===== src/rtl/okvt_pkg.sv =====
// shared types, codes and defaults for the ordered key-value table
`default_nettype none

package okvt_pkg;

    localparam int TYPE_W   = 3;
    localparam int FIELD_W  = 32;
    localparam int POS_W    = 4;
    localparam int STATUS_W = 3;
    localparam int COUNT_W  = 5;

    localparam int CAPACITY_DEF    = 16;
    localparam int KEY_WIDTH_DEF   = 32;
    localparam int VALUE_WIDTH_DEF = 32;

    localparam logic [TYPE_W-1:0] REQ_LOOKUP = 3'd0;
    localparam logic [TYPE_W-1:0] REQ_INSERT = 3'd1;
    localparam logic [TYPE_W-1:0] REQ_UPDATE = 3'd2;
    localparam logic [TYPE_W-1:0] REQ_UPSERT = 3'd3;
    localparam logic [TYPE_W-1:0] REQ_ERASE  = 3'd4;
    localparam logic [TYPE_W-1:0] REQ_READ   = 3'd5;

    localparam logic [STATUS_W-1:0] ST_OK        = 3'd0;
    localparam logic [STATUS_W-1:0] ST_NOT_FOUND = 3'd1;
    localparam logic [STATUS_W-1:0] ST_PRESENT   = 3'd2;
    localparam logic [STATUS_W-1:0] ST_FULL      = 3'd3;
    localparam logic [STATUS_W-1:0] ST_BAD_POS   = 3'd4;

    typedef struct packed {
        logic load;
        logic exec;
    } ctl_cmd_t;

endpackage

`default_nettype wire


===== src/rtl/okvt_if.sv =====
// request and response channel interfaces
`default_nettype none

interface okvt_req_if;
    logic                                valid;
    logic                                ready;
    logic [okvt_pkg::TYPE_W-1:0]         req_type;
    logic [okvt_pkg::FIELD_W-1:0]        req_key;
    logic [okvt_pkg::FIELD_W-1:0]        req_value;
    logic [okvt_pkg::POS_W-1:0]          req_position;

    modport source (output valid, req_type, req_key, req_value, req_position,
                    input ready);
    modport sink (input valid, req_type, req_key, req_value, req_position,
                  output ready);
endinterface

interface okvt_rsp_if;
    logic                                valid;
    logic                                ready;
    logic                                succeeded;
    logic [okvt_pkg::STATUS_W-1:0]       status;
    logic [okvt_pkg::FIELD_W-1:0]        out_key;
    logic [okvt_pkg::FIELD_W-1:0]        out_value;
    logic [okvt_pkg::COUNT_W-1:0]        entry_count;

    modport source (output valid, succeeded, status, out_key, out_value, entry_count,
                    input ready);
    modport sink (input valid, succeeded, status, out_key, out_value, entry_count,
                  output ready);
endinterface

`default_nettype wire


===== src/rtl/okvt_ctrl.sv =====
// request sequencer: accepts a beat, runs the table cycle, holds the response valid
`default_nettype none

module okvt_ctrl (
    input  wire logic              clk,
    input  wire logic              rst_n,
    input  wire logic              in_valid,
    output logic                   in_ready,
    output logic                   out_valid,
    input  wire logic              out_ready,
    output okvt_pkg::ctl_cmd_t     cmd
);

    typedef enum logic {
        S_IDLE,
        S_EXEC
    } state_t;

    state_t state_reg, state_next;
    logic   out_valid_reg, out_valid_next;

    always_comb
    begin
        state_next     = state_reg;
        out_valid_next = out_valid_reg && !out_ready;
        cmd            = '0;
        unique case (state_reg)
            S_IDLE:
            begin
                if (in_valid && rst_n)
                begin
                    cmd.load   = 1'b1;
                    state_next = S_EXEC;
                end
            end
            S_EXEC:
            begin
                if (!out_valid_reg || out_ready)
                begin
                    cmd.exec       = 1'b1;
                    out_valid_next = 1'b1;
                    state_next     = S_IDLE;
                end
            end
        endcase
    end

    always_ff @(posedge clk or negedge rst_n)
    begin
        if (!rst_n)
        begin
            state_reg     <= S_IDLE;
            out_valid_reg <= 1'b0;
        end
        else
        begin
            state_reg     <= state_next;
            out_valid_reg <= out_valid_next;
        end
    end

    // no beat is taken while reset is held
    assign in_ready  = (state_reg == S_IDLE) && rst_n;
    assign out_valid = out_valid_reg;

    a_accept_blocks: assert property (@(posedge clk) disable iff (!rst_n)
        (in_valid && in_ready) |=> !in_ready)
        else $error("ready stayed high after an accepted beat");

    a_exec_shows: assert property (@(posedge clk) disable iff (!rst_n)
        cmd.exec |=> out_valid)
        else $error("response not valid after the table cycle");

    a_exec_free: assert property (@(posedge clk) disable iff (!rst_n)
        cmd.exec |-> (!out_valid || out_ready))
        else $error("table cycle overwrote a waiting response");

endmodule

`default_nettype wire


===== src/rtl/okvt_dp.sv =====
// entry registers, parallel key compare, shift-down erase and response register
`default_nettype none

module okvt_dp #(
    parameter int CAPACITY    = okvt_pkg::CAPACITY_DEF,
    parameter int KEY_WIDTH   = okvt_pkg::KEY_WIDTH_DEF,
    parameter int VALUE_WIDTH = okvt_pkg::VALUE_WIDTH_DEF
) (
    input  wire logic                          clk,
    input  wire logic                          rst_n,
    input  wire okvt_pkg::ctl_cmd_t            cmd,
    input  wire logic [okvt_pkg::TYPE_W-1:0]   req_type,
    input  wire logic [okvt_pkg::FIELD_W-1:0]  req_key,
    input  wire logic [okvt_pkg::FIELD_W-1:0]  req_value,
    input  wire logic [okvt_pkg::POS_W-1:0]    req_position,
    output logic                               succeeded,
    output logic [okvt_pkg::STATUS_W-1:0]      status,
    output logic [okvt_pkg::FIELD_W-1:0]       out_key,
    output logic [okvt_pkg::FIELD_W-1:0]       out_value,
    output logic [okvt_pkg::COUNT_W-1:0]       entry_count
);

    localparam int CW = $clog2(CAPACITY + 1);
    localparam int IW = (CAPACITY > 1) ? $clog2(CAPACITY) : 1;

    logic [okvt_pkg::TYPE_W-1:0] type_reg;
    logic [KEY_WIDTH-1:0]        key_reg;
    logic [VALUE_WIDTH-1:0]      value_reg;
    logic [okvt_pkg::POS_W-1:0]  pos_reg;

    logic [KEY_WIDTH-1:0]        keys_reg   [CAPACITY];
    logic [VALUE_WIDTH-1:0]      values_reg [CAPACITY];
    logic [CW-1:0]               count_reg, count_next;

    logic                        succeeded_reg;
    logic [okvt_pkg::STATUS_W-1:0] status_reg;
    logic [okvt_pkg::FIELD_W-1:0]  out_key_reg;
    logic [okvt_pkg::FIELD_W-1:0]  out_value_reg;
    logic [okvt_pkg::COUNT_W-1:0]  entry_count_reg;

    logic [CAPACITY-1:0]         match;
    logic                        hit;
    logic [IW-1:0]               hit_idx;
    logic [IW-1:0]               rd_idx;
    logic [IW-1:0]               tail_idx;
    logic                        pos_ok;
    logic                        full;
    logic [KEY_WIDTH-1:0]        rd_key;
    logic [VALUE_WIDTH-1:0]      rd_value;

    logic                        ok;
    logic [okvt_pkg::STATUS_W-1:0] st;
    logic [okvt_pkg::FIELD_W-1:0]  okey;
    logic [okvt_pkg::FIELD_W-1:0]  oval;
    logic                        do_update;
    logic                        do_append;
    logic                        do_erase;

    // parallel compare across the valid entries
    always_comb
    begin
        hit_idx = '0;
        for (int i = 0; i < CAPACITY; i++)
        begin
            match[i] = (32'(i) < 32'(count_reg)) && (keys_reg[i] == key_reg);
            if (match[i])
            begin
                hit_idx = hit_idx | IW'(i);
            end
        end
    end

    assign hit      = |match;
    assign pos_ok   = 32'(pos_reg) < 32'(count_reg);
    assign full     = (32'(count_reg) >= 32'(CAPACITY));
    assign tail_idx = IW'(count_reg);
    assign rd_idx   = (type_reg == okvt_pkg::REQ_READ) ? IW'(pos_reg) : hit_idx;
    assign rd_key   = keys_reg[rd_idx];
    assign rd_value = values_reg[rd_idx];

    always_comb
    begin
        ok         = 1'b0;
        st         = okvt_pkg::ST_OK;
        okey       = '0;
        oval       = '0;
        do_update  = 1'b0;
        do_append  = 1'b0;
        do_erase   = 1'b0;
        count_next = count_reg;
        unique case (type_reg) inside
            okvt_pkg::REQ_READ:
            begin
                if (pos_ok)
                begin
                    ok   = 1'b1;
                    okey = okvt_pkg::FIELD_W'(rd_key);
                    oval = okvt_pkg::FIELD_W'(rd_value);
                end
                else
                begin
                    st = okvt_pkg::ST_BAD_POS;
                end
            end
            okvt_pkg::REQ_ERASE:
            begin
                if (hit)
                begin
                    ok         = 1'b1;
                    do_erase   = 1'b1;
                    count_next = count_reg - CW'(1);
                end
                else
                begin
                    st = okvt_pkg::ST_NOT_FOUND;
                end
            end
            okvt_pkg::REQ_INSERT, okvt_pkg::REQ_UPDATE, okvt_pkg::REQ_UPSERT:
            begin
                if (hit)
                begin
                    if (type_reg == okvt_pkg::REQ_INSERT)
                    begin
                        st = okvt_pkg::ST_PRESENT;
                    end
                    else
                    begin
                        ok        = 1'b1;
                        do_update = 1'b1;
                    end
                end
                else if (type_reg == okvt_pkg::REQ_UPDATE)
                begin
                    st = okvt_pkg::ST_NOT_FOUND;
                end
                else if (full)
                begin
                    st = okvt_pkg::ST_FULL;
                end
                else
                begin
                    ok         = 1'b1;
                    do_append  = 1'b1;
                    count_next = count_reg + CW'(1);
                end
            end
            default:
            begin
                if (hit)
                begin
                    ok   = 1'b1;
                    oval = okvt_pkg::FIELD_W'(rd_value);
                end
                else
                begin
                    st = okvt_pkg::ST_NOT_FOUND;
                end
            end
        endcase
    end

    always_ff @(posedge clk)
    begin
        if (cmd.load)
        begin
            type_reg  <= (req_type > okvt_pkg::REQ_READ) ? okvt_pkg::REQ_LOOKUP : req_type;
            key_reg   <= KEY_WIDTH'(req_key);
            value_reg <= VALUE_WIDTH'(req_value);
            pos_reg   <= req_position;
        end
        if (cmd.exec)
        begin
            succeeded_reg   <= ok;
            status_reg      <= st;
            out_key_reg     <= okey;
            out_value_reg   <= oval;
            entry_count_reg <= okvt_pkg::COUNT_W'(count_next);
            if (do_update)
            begin
                values_reg[hit_idx] <= value_reg;
            end
            if (do_append)
            begin
                keys_reg[tail_idx]   <= key_reg;
                values_reg[tail_idx] <= value_reg;
            end
            if (do_erase)
            begin
                for (int i = 0; i < CAPACITY - 1; i++)
                begin
                    if (IW'(i) >= hit_idx)
                    begin
                        keys_reg[i]   <= keys_reg[i + 1];
                        values_reg[i] <= values_reg[i + 1];
                    end
                end
            end
        end
    end

    always_ff @(posedge clk or negedge rst_n)
    begin
        if (!rst_n)
        begin
            count_reg <= '0;
        end
        else if (cmd.exec)
        begin
            count_reg <= count_next;
        end
    end

    assign succeeded   = succeeded_reg;
    assign status      = status_reg;
    assign out_key     = out_key_reg;
    assign out_value   = out_value_reg;
    assign entry_count = entry_count_reg;

    a_count_bound: assert property (@(posedge clk) disable iff (!rst_n)
        32'(count_reg) <= 32'(CAPACITY))
        else $error("entry count above capacity");

    a_append_grows: assert property (@(posedge clk) disable iff (!rst_n)
        (cmd.exec && do_append) |=> (count_reg == $past(count_reg) + CW'(1)))
        else $error("insert did not grow the table");

    a_erase_shrinks: assert property (@(posedge clk) disable iff (!rst_n)
        (cmd.exec && do_erase) |=> (count_reg == $past(count_reg) - CW'(1)))
        else $error("erase did not shrink the table");

    a_keys_unique: assert property (@(posedge clk) disable iff (!rst_n)
        cmd.exec |-> $onehot0(match))
        else $error("key held at more than one position");

endmodule

`default_nettype wire


===== src/rtl/ordered_key_value_table.sv =====
// Ordered key-value table: up to CAPACITY unique keys kept in insertion order, with
// lookup, insert, update, insert-or-update, erase (later entries move down one place)
// and read by position. Each request beat is first registered; then every valid entry
// is compared against the key at once and the table is written back, erase shifting
// all later entries in that same cycle, once any earlier response has been taken. The
// response sits in an output register, so a new request is taken while it waits;
// the next request is not taken until the table step of the current one is done.
`default_nettype none

module ordered_key_value_table #(
    parameter int CAPACITY    = okvt_pkg::CAPACITY_DEF,
    parameter int KEY_WIDTH   = okvt_pkg::KEY_WIDTH_DEF,
    parameter int VALUE_WIDTH = okvt_pkg::VALUE_WIDTH_DEF
) (
    input  wire logic  clk,
    input  wire logic  rst_n,
    okvt_req_if.sink   req,
    okvt_rsp_if.source rsp
);

    okvt_pkg::ctl_cmd_t cmd;

    okvt_ctrl u_ctrl (
        .clk       (clk),
        .rst_n     (rst_n),
        .in_valid  (req.valid),
        .in_ready  (req.ready),
        .out_valid (rsp.valid),
        .out_ready (rsp.ready),
        .cmd       (cmd)
    );

    okvt_dp #(
        .CAPACITY    (CAPACITY),
        .KEY_WIDTH   (KEY_WIDTH),
        .VALUE_WIDTH (VALUE_WIDTH)
    ) u_dp (
        .clk          (clk),
        .rst_n        (rst_n),
        .cmd          (cmd),
        .req_type     (req.req_type),
        .req_key      (req.req_key),
        .req_value    (req.req_value),
        .req_position (req.req_position),
        .succeeded    (rsp.succeeded),
        .status       (rsp.status),
        .out_key      (rsp.out_key),
        .out_value    (rsp.out_value),
        .entry_count  (rsp.entry_count)
    );

endmodule

`default_nettype wire

===== src/flat_wrapper.sv =====
// flat-port wrapper written by rule: the top's interface ports become plain ports
module ordered_key_value_table_flat 
#(
    parameter int CAPACITY    = okvt_pkg::CAPACITY_DEF,
    parameter int KEY_WIDTH   = okvt_pkg::KEY_WIDTH_DEF,
    parameter int VALUE_WIDTH = okvt_pkg::VALUE_WIDTH_DEF
)
  (clk, rst_n, req_valid, req_req_type, req_req_key, req_req_value, req_req_position, req_ready, rsp_valid, rsp_succeeded, rsp_status, rsp_out_key, rsp_out_value, rsp_entry_count, rsp_ready);
  okvt_req_if req_i ();
  okvt_rsp_if rsp_i ();
  input  wire logic clk;
  input  wire logic rst_n;
  input wire logic [$bits(req_i.valid)-1:0] req_valid;
  input wire logic [$bits(req_i.req_type)-1:0] req_req_type;
  input wire logic [$bits(req_i.req_key)-1:0] req_req_key;
  input wire logic [$bits(req_i.req_value)-1:0] req_req_value;
  input wire logic [$bits(req_i.req_position)-1:0] req_req_position;
  output wire logic [$bits(req_i.ready)-1:0] req_ready;
  output wire logic [$bits(rsp_i.valid)-1:0] rsp_valid;
  output wire logic [$bits(rsp_i.succeeded)-1:0] rsp_succeeded;
  output wire logic [$bits(rsp_i.status)-1:0] rsp_status;
  output wire logic [$bits(rsp_i.out_key)-1:0] rsp_out_key;
  output wire logic [$bits(rsp_i.out_value)-1:0] rsp_out_value;
  output wire logic [$bits(rsp_i.entry_count)-1:0] rsp_entry_count;
  input wire logic [$bits(rsp_i.ready)-1:0] rsp_ready;
  assign req_i.valid = req_valid;
  assign req_i.req_type = req_req_type;
  assign req_i.req_key = req_req_key;
  assign req_i.req_value = req_req_value;
  assign req_i.req_position = req_req_position;
  assign req_ready = req_i.ready;
  assign rsp_valid = rsp_i.valid;
  assign rsp_succeeded = rsp_i.succeeded;
  assign rsp_status = rsp_i.status;
  assign rsp_out_key = rsp_i.out_key;
  assign rsp_out_value = rsp_i.out_value;
  assign rsp_entry_count = rsp_i.entry_count;
  assign rsp_i.ready = rsp_ready;
  ordered_key_value_table #(.CAPACITY(CAPACITY), .KEY_WIDTH(KEY_WIDTH), .VALUE_WIDTH(VALUE_WIDTH)) u_core (.clk(clk), .rst_n(rst_n), .req(req_i), .rsp(rsp_i));
endmodule

===== config.mk =====
export PLATFORM = sky130hd
export DESIGN_NAME = ordered_key_value_table_flat
export DESIGN_NICKNAME = d
export VERILOG_FILES = /design/src/rtl/okvt_pkg.sv /design/src/rtl/okvt_if.sv /design/src/rtl/okvt_ctrl.sv /design/src/rtl/okvt_dp.sv /design/src/rtl/ordered_key_value_table.sv /design/src/flat_wrapper.sv
export SDC_FILE = /design/constraint.sdc
export NUM_CORES = 2
export LEC_CHECK = 0
export BUFFER_PORTS_ARGS = -buffer_cell sky130_fd_sc_hd__buf_2
export CORE_ASPECT_RATIO = 1.2
export CORE_MARGIN = 8
export CORE_UTILIZATION = 65
export CTS_CLUSTER_DIAMETER = 50
export DETAILED_ROUTE_END_ITERATION = 16
export PLACE_DENSITY = 0.81
export SLEW_MARGIN = 25
export SYNTH_ARGS = -nofsm -noshare
export SYNTH_HDL_FRONTEND = slang
export SYNTH_SLANG_ARGS = --single-unit

===== constraint.sdc =====
create_clock -name clk -period 16.9 [get_ports clk]
set_input_delay 3.38 -clock clk [delete_from_list [all_inputs] [get_ports clk]]
set_output_delay 3.38 -clock clk [all_outputs]
set_load 0.02 [all_outputs]

==> results.toml <==
[placed_design]
dp.cells = 5930
dpl.hpwl_um = 152000
place.gp.congestion = 1.07
io_buffers = 149

[clocking]
cts_max_level = 4
path_clk_slew_ns = 0.06
insertion_delay_ns = 0.78
cts_resized = 0
post_cts_buffers = 0
cts_sinks = 1175
hold_buffers = 0
cts_root_buf = "clkbuf_16"
cts_tree = "done"
numCtsBuffers = 133
clk_path_buf_depth = 3

[setup_path]
cp.depth = 14
cp_top_family = "buffers and inverters"
path_buf_inv = 5
worstPathArrival_ns = 8.15
crit_top_cell = "buf_4"
r2r_cells = 14
crit_path_max_fanout = 79
end_kind = "flop"
cp_slowest_cell = "o21ai_0"
critPathMaxStageDelay_ns = 0.93
cp-start-kind = "flop"
criticalPathCategory = "flop to flop"
cp.required_ns = 17.40
cp_cell_sequence = "inv_1, o21ai_0, nand2_1, or4_1, nor4bb_1, buf_4, a31oi_4, buf_4, buf_4, buf_4, nand2_1, nand3_1, a32oi_1, o221ai_1"

[logic_synthesis]
yosysSeqAreaShare = 0.542
synth_area_per_cell_sq_um = 13.6
ys_types = 83
syn-num-nets = 4862
synth_edf_count = 1168
synth_cells = 4779
syn_area_sq_mm = 0.0650
ys_ff_latch = 1175
synth_flop_cell = "edfxtp_1"
yosys_warnings = 0
async_reset_ff_frac = 0.00596

[global_routing]
antenna_found_initial = 7
grt-ovfl-total = 0
grt_util_met3 = 0.0712
grtUsageMet1 = 0.438
gr-usage-met2 = 0.638
track_usage = 0.390
grt_pass1_wl_um = 308000
grt_pass1_vias = 42562
busiest_layer = "met2"
grt_max_degree = 177

[layout]
multi_input_area_sq_mm = 0.0278
fill_cells = 6508
register_area_sq_mm = 0.0352
syn_to_final_growth_pct = 9.24
nNetsFinal = 4861
layoutNonFillerInstCount = 6174
drive_above_1_share = 0.294
fin_util = 0.714

[job]
drv_cap = 0

[floorplan]
core_sq_mm = 0.0995
die_area_sq_mm = 0.110
dieHeight_um = 362
num_rows = 127
ios = 150
die_w_um = 305
start_util = 0.653

[timing]
rsz0062_at_grt = "no"
fin_crit_sh = 0.452
holdWs_ns = 0.556
hold_viol_final = 0
tns_ns = 0
report.final.slew_viol_count = 0
final.min_clock_period_ns = 7.64
fmax_mhz = 131
clock-skew-final_ns = 0.0287
setup-violations-final = 0
worst-slew-pin-transition_ns = 1.34
relSlewSlack = 0.0964

[power]
switching_share = 0.248
p_leak_nw = 23.6
internal_power_w = 0.00514
finalPower_w = 0.00684
p_seq_frac = 0.482
switchingPower_w = 0.00170
peakVddDrop_mv = 0.101
combPwrFrac = 0.088
p_clk_frac = 0.430
p_per_area_mw_per_mm2 = 96.3

[outcome]
outcome = "complete, no violations"

[drt]
drtPass1Iterations = 6
dr_total_vias = 42868
drc = 0
wirelength_um = 220000
ant_nets = 0
via_per_inst = 6.94
wire_per_inst_um = 35.6
first_iter_violations = 5506

[min_path]
min_path_type = "flop to flop"
hold_path_depth = 2
## worst reg2reg max path, delay by kind of cell (launching register included)
kind / cells / cell delay [ns]
AO/OA/AOI/OAI: 4 / 2.06
AND/OR/NAND/NOR: 5 / 1.40
buffers and inverters: 5 / 3.21
flip-flops: 1 / 0.69
## per-stage QoR
step | setup slack [ns] | cell area, sq um
global placement | 8.99 | 66200
finish | 9.26 | 71000
global route | 9.28 | 71000
detailed placement | 8.91 | 66500
CTS | 9.46 | 70900
floorplan | 7.72 | 65000
## synth_stat cells (8+ instances only)
cell	number	area, sq um
nor4_1	130	813
o221ai_1	32	280
mux4_2	128	2880
inv_1	12	45.0
o21ai_0	72	360
xnor2_1	157	1380
mux2_1	199	2240
buf_1	11	41.3
edfxtp_1	1168	35100
clkbuf_1	117	439
nor3_1	28	140
o21bai_1	9	67.6
nor2_1	55	206
buf_6	69	777
mux2_4	107	1610
or4_1	9	67.6
nand2b_1	11	68.8
buf_2	145	726
xor2_1	360	3150
a31oi_1	34	213
a32oi_1	32	280
ha_1	8	100
nand3_1	240	1200
mux2i_1	68	681
nand2_1	605	2270
a21oi_1	14	70.1
nand4_1	129	807
buf_4	63	473
mux2_2	645	7260
## routing by layer
metal | vias up | routed length [um]
met5 | - | 16
met2 | 2737 | 105000
met4 | 2 | 24000
met3 | 697 | 18000
met1 | 21315 | 72500
li1 | 18117 | -
## cells by family after synthesis
group	synth area share
DFF	0.542
xor gates and xnor gates	0.0697
and+or+nand+nor	0.0957
buffers and inverters	0.0385
adders and majority gates	0.00154
muxes	0.226
AOI/OAI and AO/OA	0.0265
## power by group through the flow
stage	clock network (W)	logic, W	registers, W
6_report	0.00294	0.000603	0.00330
5_1_grt	0.00306	0.000621	0.00330
4_1_cts	0.00296	0.000584	0.00329
3_5_place_dp	0	0.000577	0.00335
3_3_place_gp	0	0.000568	0.00335
2_1_floorplan	0	0.000352	0.00334
## worst paths after layout
path,startpoint,end,slack (ns)
setup / recovery,u_core.u_dp.count_reg[1]$_DFFE_PN0P_,u_core.u_dp.out_key[3]$_SDFFCE_PN0P_,9.26
hold / removal,u_core.u_ctrl.state_reg$_DFF_PN0_,u_core.u_ctrl.out_valid$_DFF_PN0_,0.56
setup reg to reg,u_core.u_dp.count_reg[1]$_DFFE_PN0P_,u_core.u_dp.out_key[3]$_SDFFCE_PN0P_,9.26
hold reg to reg,u_core.u_ctrl.state_reg$_DFF_PN0_,u_core.u_ctrl.out_valid$_DFF_PN0_,0.56
max in group asynchronous,rst_n,u_core.u_ctrl.state_reg$_DFF_PN0_,14.25
min in group asynchronous,rst_n,u_core.u_ctrl.out_valid$_DFF_PN0_,2.45
## layout make-up
cell class / count / share of cell area
Clock inverter: 70 / 0.0119
Antenna cell: 3 / 0.000106
Inverter: 13 / 0.000723
Sequential cell: 1175 / 0.496
Clock buffer: 168 / 0.0498
Tap cell: 1290 / 0.0227
Timing Repair Buffer: 269 / 0.0269
Multi-Input combinational cell: 3186 / 0.391
## placed cells by master, fill, tap and decap left out, types with 7 or more instances in the layout
cell,instances
clkinv_1,17
clkbuf_16,136
nor3_1,28
o221ai_1,32
nor4_1,127
mux4_2,128
o21bai_4,8
nand4_1,129
mux2i_1,68
inv_1,11
xnor2_1,154
buf_16,11
clkbuf_1,31
xor2_1,360
nand2_1,604
nand3_1,239
buf_2,149
nor2_1,51
ha_1,8
o21ai_4,20
nand2b_1,11
inv_6,7
a32oi_1,32
mux2_2,645
nor4_2,9
dfrtp_1,7
a31oi_1,34
mux2_1,199
edfxtp_1,1168
a21oi_1,14
o21ai_0,52
clkinv_2,17
bufinv_16,13
or3_1,7
mux2_4,107
buf_4,105
or4_1,9
Power figures use the tool's default switching activity.
